<file path="src/design/mcfb_pkg.sv">
package mcfb_pkg;

  localparam int unsigned FIFO_DEPTH = 2;

  localparam logic [7:0]  START_BYTE = 8'hFF;
  localparam logic [7:0]  LEN_BYTE   = 8'h07;
  localparam logic [8:0]  SPEED_MOD  = 9'd241;
  localparam logic [15:0] CRC_INIT   = 16'hFFFF;
  localparam logic [15:0] CRC_POLY   = 16'hA001;

  // One classified command, waiting for the byte serializer.
  typedef struct packed {
    logic [7:0] left_mag;
    logic [7:0] right_mag;
    logic       left_fwd;
    logic       right_fwd;
  } cmd_t;

  // Position within the nine-byte frame.
  typedef enum logic [3:0] {
    POS_START,
    POS_LEN,
    POS_LEFT,
    POS_ZERO_A,
    POS_RIGHT,
    POS_ZERO_B,
    POS_FLAGS,
    POS_CRC_LO,
    POS_CRC_HI
  } frame_pos_t;

  // Reflected CRC-16 update over one byte.
  function automatic logic [15:0] crc_update(input logic [15:0] crc, input logic [7:0] data);
    logic [15:0] c;
    c = crc ^ {8'h00, data};
    for (int i = 0; i < 8; i++) begin
      c = c[0] ? ((c >> 1) ^ CRC_POLY) : (c >> 1);
    end
    return c;
  endfunction

endpackage

</file>
<file path="src/design/mcfb_front.sv">
module mcfb_front
  import mcfb_pkg::*;
(
  input  logic               clk,
  input  logic               rst_n,
  input  logic               in_push,
  output logic               in_full,
  input  logic signed [15:0] in_left_speed,
  input  logic signed [15:0] in_right_speed,
  output logic               q_push,
  output cmd_t               q_cmd,
  input  logic               q_full
);

  // 256 mod 241 = 15, so fold the high byte down as hi*15 + lo.
  function automatic logic [11:0] fold_hi(input logic [15:0] raw);
    logic [15:0] mag;
    logic [11:0] hi;
    mag = raw[15] ? (~raw + 16'd1) : raw;
    hi  = {4'b0000, mag[15:8]};
    return (hi << 4) - hi + {4'b0000, mag[7:0]};
  endfunction

  // Second fold leaves a value below 2*241; one compare and subtract finishes.
  function automatic logic [7:0] fold_lo(input logic [11:0] f);
    logic [8:0] hi;
    logic [8:0] s;
    hi = {5'b00000, f[11:8]};
    s  = (hi << 4) - hi + {1'b0, f[7:0]};
    if (s >= SPEED_MOD) begin
      s = s - SPEED_MOD;
    end
    return s[7:0];
  endfunction

  logic        stage_valid_r, stage_valid_nxt;
  logic [11:0] left_fold_r, right_fold_r;
  logic        left_fwd_r, right_fwd_r;
  logic        accept;

  assign in_full = stage_valid_r && q_full;
  assign accept  = in_push && !in_full;
  assign q_push  = stage_valid_r && !q_full;

  always_comb begin
    q_cmd.left_mag  = fold_lo(left_fold_r);
    q_cmd.right_mag = fold_lo(right_fold_r);
    q_cmd.left_fwd  = left_fwd_r;
    q_cmd.right_fwd = right_fwd_r;
  end

  always_comb begin
    stage_valid_nxt = stage_valid_r;
    if (accept) begin
      stage_valid_nxt = 1'b1;
    end else if (q_push) begin
      stage_valid_nxt = 1'b0;
    end
  end

  always_ff @(posedge clk) begin
    if (!rst_n) begin
      stage_valid_r <= 1'b0;
    end else begin
      stage_valid_r <= stage_valid_nxt;
    end
  end

  always_ff @(posedge clk) begin
    if (accept) begin
      left_fold_r  <= fold_hi(in_left_speed);
      right_fold_r <= fold_hi(in_right_speed);
      left_fwd_r   <= (in_left_speed != 16'sd0) && !in_left_speed[15];
      right_fwd_r  <= (in_right_speed != 16'sd0) && !in_right_speed[15];
    end
  end

endmodule

</file>
<file path="src/design/mcfb_fifo.sv">
module mcfb_fifo
  import mcfb_pkg::*;
#(
  parameter int unsigned Depth = FIFO_DEPTH
) (
  input  logic clk,
  input  logic rst_n,
  input  logic push,
  input  cmd_t push_cmd,
  output logic full,
  input  logic pop,
  output cmd_t head,
  output logic empty
);

  localparam int unsigned PtrW = (Depth > 1) ? $clog2(Depth) : 1;
  localparam int unsigned CntW = $clog2(Depth + 1);

  cmd_t            mem_r [Depth];
  logic [PtrW-1:0] wr_ptr_r, wr_ptr_nxt;
  logic [PtrW-1:0] rd_ptr_r, rd_ptr_nxt;
  logic [CntW-1:0] count_r, count_nxt;

  assign full  = (count_r == CntW'(Depth));
  assign empty = (count_r == '0);
  assign head  = mem_r[rd_ptr_r];

  always_comb begin
    wr_ptr_nxt = wr_ptr_r;
    rd_ptr_nxt = rd_ptr_r;
    count_nxt  = count_r;
    if (push) begin
      wr_ptr_nxt = (wr_ptr_r == PtrW'(Depth - 1)) ? '0 : wr_ptr_r + 1'b1;
    end
    if (pop) begin
      rd_ptr_nxt = (rd_ptr_r == PtrW'(Depth - 1)) ? '0 : rd_ptr_r + 1'b1;
    end
    if (push && !pop) begin
      count_nxt = count_r + 1'b1;
    end else if (pop && !push) begin
      count_nxt = count_r - 1'b1;
    end
  end

  always_ff @(posedge clk) begin
    if (!rst_n) begin
      wr_ptr_r <= '0;
      rd_ptr_r <= '0;
      count_r  <= '0;
    end else begin
      wr_ptr_r <= wr_ptr_nxt;
      rd_ptr_r <= rd_ptr_nxt;
      count_r  <= count_nxt;
    end
  end

  always_ff @(posedge clk) begin
    if (push) begin
      mem_r[wr_ptr_r] <= push_cmd;
    end
  end

  a_no_overflow: assert property (@(posedge clk) disable iff (!rst_n)
    push |-> (!full || pop))
    else $error("queue written while full");

  a_no_underflow: assert property (@(posedge clk) disable iff (!rst_n)
    pop |-> !empty)
    else $error("queue read while empty");

endmodule

</file>
<file path="src/design/mcfb_back.sv">
module mcfb_back
  import mcfb_pkg::*;
(
  input  logic       clk,
  input  logic       rst_n,
  input  cmd_t       q_head,
  input  logic       q_empty,
  output logic       q_pop,
  output logic       out_empty,
  input  logic       out_pop,
  output logic [7:0] out_frame_byte,
  output logic       out_last_byte
);

  frame_pos_t  pos_r, pos_nxt;
  logic [15:0] crc_r, crc_nxt;
  logic        out_valid_r, out_valid_nxt;
  logic [7:0]  out_byte_r;
  logic        out_last_r;
  logic [7:0]  cur_byte;
  logic        advance;

  assign advance        = !q_empty && (!out_valid_r || out_pop);
  assign q_pop          = advance && (pos_r == POS_CRC_HI);
  assign out_empty      = !out_valid_r;
  assign out_frame_byte = out_byte_r;
  assign out_last_byte  = out_last_r;

  // Next position.
  always_comb begin
    pos_nxt = pos_r;
    if (advance) begin
      case (pos_r)
        POS_START:  pos_nxt = POS_LEN;
        POS_LEN:    pos_nxt = POS_LEFT;
        POS_LEFT:   pos_nxt = POS_ZERO_A;
        POS_ZERO_A: pos_nxt = POS_RIGHT;
        POS_RIGHT:  pos_nxt = POS_ZERO_B;
        POS_ZERO_B: pos_nxt = POS_FLAGS;
        POS_FLAGS:  pos_nxt = POS_CRC_LO;
        POS_CRC_LO: pos_nxt = POS_CRC_HI;
        POS_CRC_HI: pos_nxt = POS_START;
        default:    pos_nxt = POS_START;
      endcase
    end
  end

  // Byte for the current position.
  always_comb begin
    case (pos_r)
      POS_START:  cur_byte = START_BYTE;
      POS_LEN:    cur_byte = LEN_BYTE;
      POS_LEFT:   cur_byte = q_head.left_mag;
      POS_RIGHT:  cur_byte = q_head.right_mag;
      POS_FLAGS:  cur_byte = {1'b0, q_head.left_fwd, 1'b0, q_head.right_fwd, 4'b0000};
      POS_CRC_LO: cur_byte = crc_r[7:0];
      POS_CRC_HI: cur_byte = crc_r[15:8];
      default:    cur_byte = 8'h00;
    endcase
  end

  // Seed on the start byte, fold in length through flags.
  always_comb begin
    crc_nxt = crc_r;
    if (advance) begin
      case (pos_r)
        POS_START:  crc_nxt = CRC_INIT;
        POS_LEN,
        POS_LEFT,
        POS_ZERO_A,
        POS_RIGHT,
        POS_ZERO_B,
        POS_FLAGS:  crc_nxt = crc_update(crc_r, cur_byte);
        default:    crc_nxt = crc_r;
      endcase
    end
  end

  always_comb begin
    out_valid_nxt = out_valid_r;
    if (advance) begin
      out_valid_nxt = 1'b1;
    end else if (out_pop) begin
      out_valid_nxt = 1'b0;
    end
  end

  always_ff @(posedge clk) begin
    if (!rst_n) begin
      pos_r       <= POS_START;
      out_valid_r <= 1'b0;
    end else begin
      pos_r       <= pos_nxt;
      out_valid_r <= out_valid_nxt;
    end
  end

  always_ff @(posedge clk) begin
    crc_r <= crc_nxt;
    if (advance) begin
      out_byte_r <= cur_byte;
      out_last_r <= (pos_r == POS_CRC_HI);
    end
  end

  a_mid_frame_has_cmd: assert property (@(posedge clk) disable iff (!rst_n)
    (pos_r != POS_START) |-> !q_empty)
    else $error("serializer mid-frame without a queued command");

  a_crc_seeded: assert property (@(posedge clk) disable iff (!rst_n)
    (pos_r == POS_LEN) |-> (crc_r == CRC_INIT))
    else $error("crc not seeded after start byte");

  a_last_closes_frame: assert property (@(posedge clk) disable iff (!rst_n)
    (out_valid_r && out_last_r) |-> (pos_r == POS_START))
    else $error("last word shown while serializer is mid-frame");

endmodule

</file>
<file path="src/design/motor_command_frame_builder.sv">
// The first frame word passes the front stage, the command queue and the output register.
// Throughput: one nine-word frame per command, one word per cycle while out_pop stays high;
//   the byte-wide result port fed from the serializer's output register bounds it.
// Reset (rst_n low, synchronous): the front stage, command queue and serializer empty,
//   and the serializer returns to the start of a frame; data registers keep their contents.
module motor_command_frame_builder
  import mcfb_pkg::*;
#(
  parameter int unsigned QueueDepth = FIFO_DEPTH
) (
  input  logic               clk,
  input  logic               rst_n,
  input  logic               in_push,
  output logic               in_full,
  input  logic signed [15:0] in_left_speed,
  input  logic signed [15:0] in_right_speed,
  output logic               out_empty,
  input  logic               out_pop,
  output logic [7:0]         out_frame_byte,
  output logic               out_last_byte
);

  // Front: take a command, reduce both speed magnitudes mod 241, grab direction flags.
  // Queue: hold classified commands so intake and serializing stall independently.
  // Back: walk the nine frame positions, CRC length through flags, register the output.

  cmd_t q_push_cmd;
  cmd_t q_head;
  logic q_push;
  logic q_full;
  logic q_pop;
  logic q_empty;

  mcfb_front u_front (
    .clk            (clk),
    .rst_n          (rst_n),
    .in_push        (in_push),
    .in_full        (in_full),
    .in_left_speed  (in_left_speed),
    .in_right_speed (in_right_speed),
    .q_push         (q_push),
    .q_cmd          (q_push_cmd),
    .q_full         (q_full)
  );

  mcfb_fifo #(
    .Depth (QueueDepth)
  ) u_fifo (
    .clk      (clk),
    .rst_n    (rst_n),
    .push     (q_push),
    .push_cmd (q_push_cmd),
    .full     (q_full),
    .pop      (q_pop),
    .head     (q_head),
    .empty    (q_empty)
  );

  // Drop the queue head only after the closing CRC word is loaded.
  mcfb_back u_back (
    .clk            (clk),
    .rst_n          (rst_n),
    .q_head         (q_head),
    .q_empty        (q_empty),
    .q_pop          (q_pop),
    .out_empty      (out_empty),
    .out_pop        (out_pop),
    .out_frame_byte (out_frame_byte),
    .out_last_byte  (out_last_byte)
  );

endmodule

</file>
<file path="config.mk">
export PLATFORM = sky130hd
export DESIGN_NAME = motor_command_frame_builder
export DESIGN_NICKNAME = d
export VERILOG_FILES = /design/src/design/mcfb_pkg.sv /design/src/design/mcfb_front.sv /design/src/design/mcfb_fifo.sv /design/src/design/mcfb_back.sv /design/src/design/motor_command_frame_builder.sv
export SDC_FILE = /design/constraint.sdc
export NUM_CORES = 1
export LEC_CHECK = 0
export ABC_AREA = 1
export BUFFER_PORTS_ARGS = -buffer_cell sky130_fd_sc_hd__buf_2
export CORE_MARGIN = 10
export CORE_UTILIZATION = 50
export CTS_BUF_LIST = sky130_fd_sc_hd__clkbuf_8
export CTS_CLUSTER_SIZE = 25
export DETAILED_ROUTE_END_ITERATION = 12
export PLACE_DENSITY = 0.64
export SYNTH_ARGS = -nofsm -noshare
export SYNTH_HDL_FRONTEND = slang
export SYNTH_SLANG_ARGS = --single-unit
</file>
<file path="constraint.sdc">
create_clock -name clk -period 4.9 [get_ports clk]
set_input_delay 0.245 -clock clk [delete_from_list [all_inputs] [get_ports clk]]
set_output_delay 0.245 -clock clk [all_outputs]
set_load 0.05 [all_outputs]
</file>
==> flow_metrics.env <==
export IMPL_max_freq_mhz=292
export IMPL_rows=44
export IMPL_globalplace_congestion=0.843
export IMPL_start_util_pct=51.5
export IMPL_clock_sinks=98
export IMPL_grt_overflow=0
export IMPL_clockBufferDepth=2
export IMPL_fin_crit_ps=3430
export IMPL_end_kind="flop"
export IMPL_p_leak_nw=3.97
export IMPL_first_iter_violations=136
export IMPL_antenna_found_initial=0
export IMPL_htree_levels=3
export IMPL_cts_tree="built"
export IMPL_die_y_um=143
export IMPL_grtUsageTotal_pct=14.0
export IMPL_cts_setup_buffers=0
export IMPL_num_io_pins=47
export IMPL_fillers=1375
export IMPL_core_um2=14600
export IMPL_drc_errors=0
export IMPL_cts_made_buffers=9
export IMPL_synthCells=902
export IMPL_antenna_left=0
export IMPL_finalHoldViolCount=0
export IMPL_ys_types=46
export IMPL_hold_class="input pin to flop"
export IMPL_diodes=0
export IMPL_ctsResizeCount=0
export IMPL_multi_input_area_um2=3970
export IMPL_grt_max_degree=27
export IMPL_ir_worst_vdd_v=0.000244
export IMPL_top_layer="met4"
export IMPL_nets=1070
export IMPL_required_ps=5040
export IMPL_dieArea_um2=20400
export IMPL_route_final_wire_length_um=13500
export IMPL_startpoint_type="input pin"
export IMPL_slew_headroom_pct=36.2
export IMPL_area_growth_pct=8.77
export IMPL_drt_met1_wl_um=6220
export IMPL_path_clk_slew_ps=90
export IMPL_tns_ps=0
export IMPL_finClkSkew_ps=7.87
export IMPL_insertion_delay_ps=370
export IMPL_grt_pass1_wl_um=23500
export IMPL_finalMaxSlewViolations=0
export IMPL_cts_hold_buf=0
export IMPL_synth_async_reset_ratio_pct=0
export IMPL_period_share_pct=70.0
export IMPL_drive_above_1_share_pct=14.4
export IMPL_p_per_area_nw_per_um2=662
export IMPL_syn_area_per_cell_um2=8.35
export IMPL_via_per_inst=4.83
export IMPL_portBuffers=46
export IMPL_reg2reg_slack_ps=1930
export IMPL_tightest_slew_ps=957
export IMPL_placed_cells=1128
export IMPL_cp_max_fo=4
export IMPL_routed_wl_met3_um=416
export IMPL_yosysSeqAreaShare_pct=37.6
export IMPL_status="finished clean"
export IMPL_maxCapViolations=0
export IMPL_wl_met2_um=6630
export IMPL_first_pass_iters=4
export IMPL_synth_edf_count=87
export IMPL_synth_area_um2=7530
export IMPL_routedWlPerCell_um=11.8
export IMPL_ctsRootBufferMaster="clkbuf_8"
export IMPL_die_w_um=143
export IMPL_post_dp_hpwl_um=11100
export IMPL_synth_seq_cells=98
export IMPL_synth_ff_type="edfxtp_1"
export IMPL_routed_via_count=5520
export IMPL_rsz0062_at_grt="false"
export IMPL_finalSetupViolCount=0
export IMPL_critPathArrivalTime_ps=3560
export IMPL_grt_pass1_vias=5345
export IMPL_finalNonFillerCells=1144
export IMPL_seq_area_um2=2830
export IMPL_worst_setup_path_type="input pin to flop"
export IMPL_ys_warn_count=0
export IMPL_syn_num_nets=1017
flip-flops by register name, indices dropped and copies added, names as in the netlist, named ones only:
name                   flops
u_fifo.mem_r              36
u_back.crc_r              16
u_front.left_fold_r       12
u_front.right_fold_r      12
u_back.out_frame_byte      8
u_back.pos_r               4
u_fifo.count_r             2
u_back.out_last_byte       1
u_back.out_valid_r         1
u_fifo.rd_ptr_r            1
u_fifo.wr_ptr_r            1
u_front.left_fwd_r         1
u_front.right_fwd_r        1
u_front.stage_valid_r      1
per-stage QoR:
step                instance area, um^2  hold slack (ps)  total power, mW  setup slack [ps]  utilization (%)
global placement                   7980              428             4.86              1150             54.5
global route                       8200              144             6.06              1050             56.0
finish                             8200              152             5.43              1470             56.0
detailed placement                 7980              434             4.91              1040             54.5
floorplan                          7530              381             4.30              1490                -
CTS                                8200              136             5.49              1430             56.0
Yosys cell counts (2+ instances only):
library cell | n | share of area [%]
nor2_2 | 6 | 0.50
or2_1 | 2 | 0.17
nor4_1 | 2 | 0.17
nand3_4 | 2 | 0.46
xnor2_1 | 17 | 2.0
nand2_1 | 193 | 9.6
edfxtp_1 | 87 | 35
nand3_2 | 5 | 0.66
inv_2 | 8 | 0.40
inv_1 | 170 | 8.5
buf_2 | 3 | 0.20
buf_4 | 2 | 0.20
or2_2 | 11 | 0.91
a31oi_1 | 4 | 0.33
nand4_1 | 8 | 0.66
o21ai_1 | 6 | 0.40
a211oi_1 | 4 | 0.40
inv_4 | 2 | 0.17
xor2_2 | 2 | 0.43
o21ai_2 | 2 | 0.23
a21oi_1 | 40 | 2.7
dfxtp_1 | 11 | 2.9
nand3_1 | 38 | 2.5
nor2_4 | 7 | 1.0
o21bai_1 | 3 | 0.30
nand2_2 | 22 | 1.8
o21ai_0 | 49 | 3.3
a21o_1 | 3 | 0.30
nor3_1 | 6 | 0.40
nor2_1 | 42 | 2.1
clkbuf_1 | 2 | 0.10
ha_1 | 72 | 12
xor2_1 | 52 | 6.0
fa_1 | 7 | 1.9
critical path, stage by stage:
cell and delay (ps):
buf_2 90, inv_1 80, ha_1 150, inv_1 40, nor2_1 110, nand4_1 150, nor2_1 110, nand2_1 80
nand2_1 80, xor2_1 340, xor2_1 190, inv_1 60, ha_1 270, ha_1 350, nand2_1 60, o21ai_0 270
a21oi_1 120, o21bai_1 200, nand2_1 80, nand2_1 60, a21oi_1 80, o21ai_1 150, nand2_1 80, nand3_1 70
nand2_1 50
final cells by class:
| cell class | instances | share of cell area, % |
|---|---|---|
| tap | 184 | 2.81 |
| sequential | 98 | 34.6 |
| multi-input combinational | 616 | 48.5 |
| inverter | 180 | 8.31 |
| clock inverter | 7 | 1.16 |
| timing repair buffer | 50 | 3.18 |
| clock buffer | 9 | 1.51 |
cell usage in the layout, fill, tap and decap left out, types with 5 or more instances in the layout:
| cell | netlist | layout |
|---|---|---|
| a21oi_1 | 40 | 40 |
| nand3_1 | 38 | 38 |
| or2_2 | 11 | 11 |
| nand3_2 | 5 | 5 |
| xnor2_1 | 17 | 17 |
| nor3_1 | 6 | 6 |
| clkbuf_8 | 0 | 9 |
| nand4_1 | 8 | 8 |
| inv_1 | 170 | 171 |
| inv_2 | 8 | 8 |
| xor2_1 | 52 | 52 |
| ha_1 | 72 | 72 |
| buf_2 | 3 | 46 |
| nor2_2 | 6 | 6 |
| nand2_2 | 22 | 22 |
| dfxtp_1 | 11 | 11 |
| nor2_1 | 42 | 42 |
| fa_1 | 7 | 7 |
| edfxtp_1 | 87 | 87 |
| nor2_4 | 7 | 7 |
| nand2_1 | 193 | 193 |
| o21ai_1 | 6 | 6 |
| o21ai_0 | 49 | 49 |
layer usage:
metal	vias to the layer above	track usage, %
met5	-	0
met4	0	4.13
met3	16	2.82
met2	71	25.4
met1	2432	16.1
li1	3001	-
where the power goes:
part / internal [mW] / switching [mW]
Combinational: 1.17 / 2.09
Clock: 0.286 / 0.282
Sequential: 1.49 / 0.103
worst paths after layout:
path                             from                 endpoint  depth (start not counted)
min reg2reg       u_front.right_fwd_r       u_fifo.mem_r[1][0]                          0
max reg2reg  u_front.right_fold_r[11]       u_fifo.mem_r[0][5]                         16
min                             rst_n        u_fifo.count_r[1]                          3
max                  in_left_speed[0]  u_front.left_fold_r[11]                         25
logic make-up after synthesis:
| group | Yosys count | share of synthesized area (%) |
|---|---|---|
| and+or+nand+nor | 349 | 21.7 |
| buffers and inverters | 188 | 9.68 |
| AOI/OAI and AO/OA | 116 | 8.42 |
| DFF | 98 | 37.6 |
| adders and majority gates | 79 | 13.8 |
| xor gates and xnor gates | 72 | 8.82 |
No activity file was read; power rests on OpenSTA's default activity.
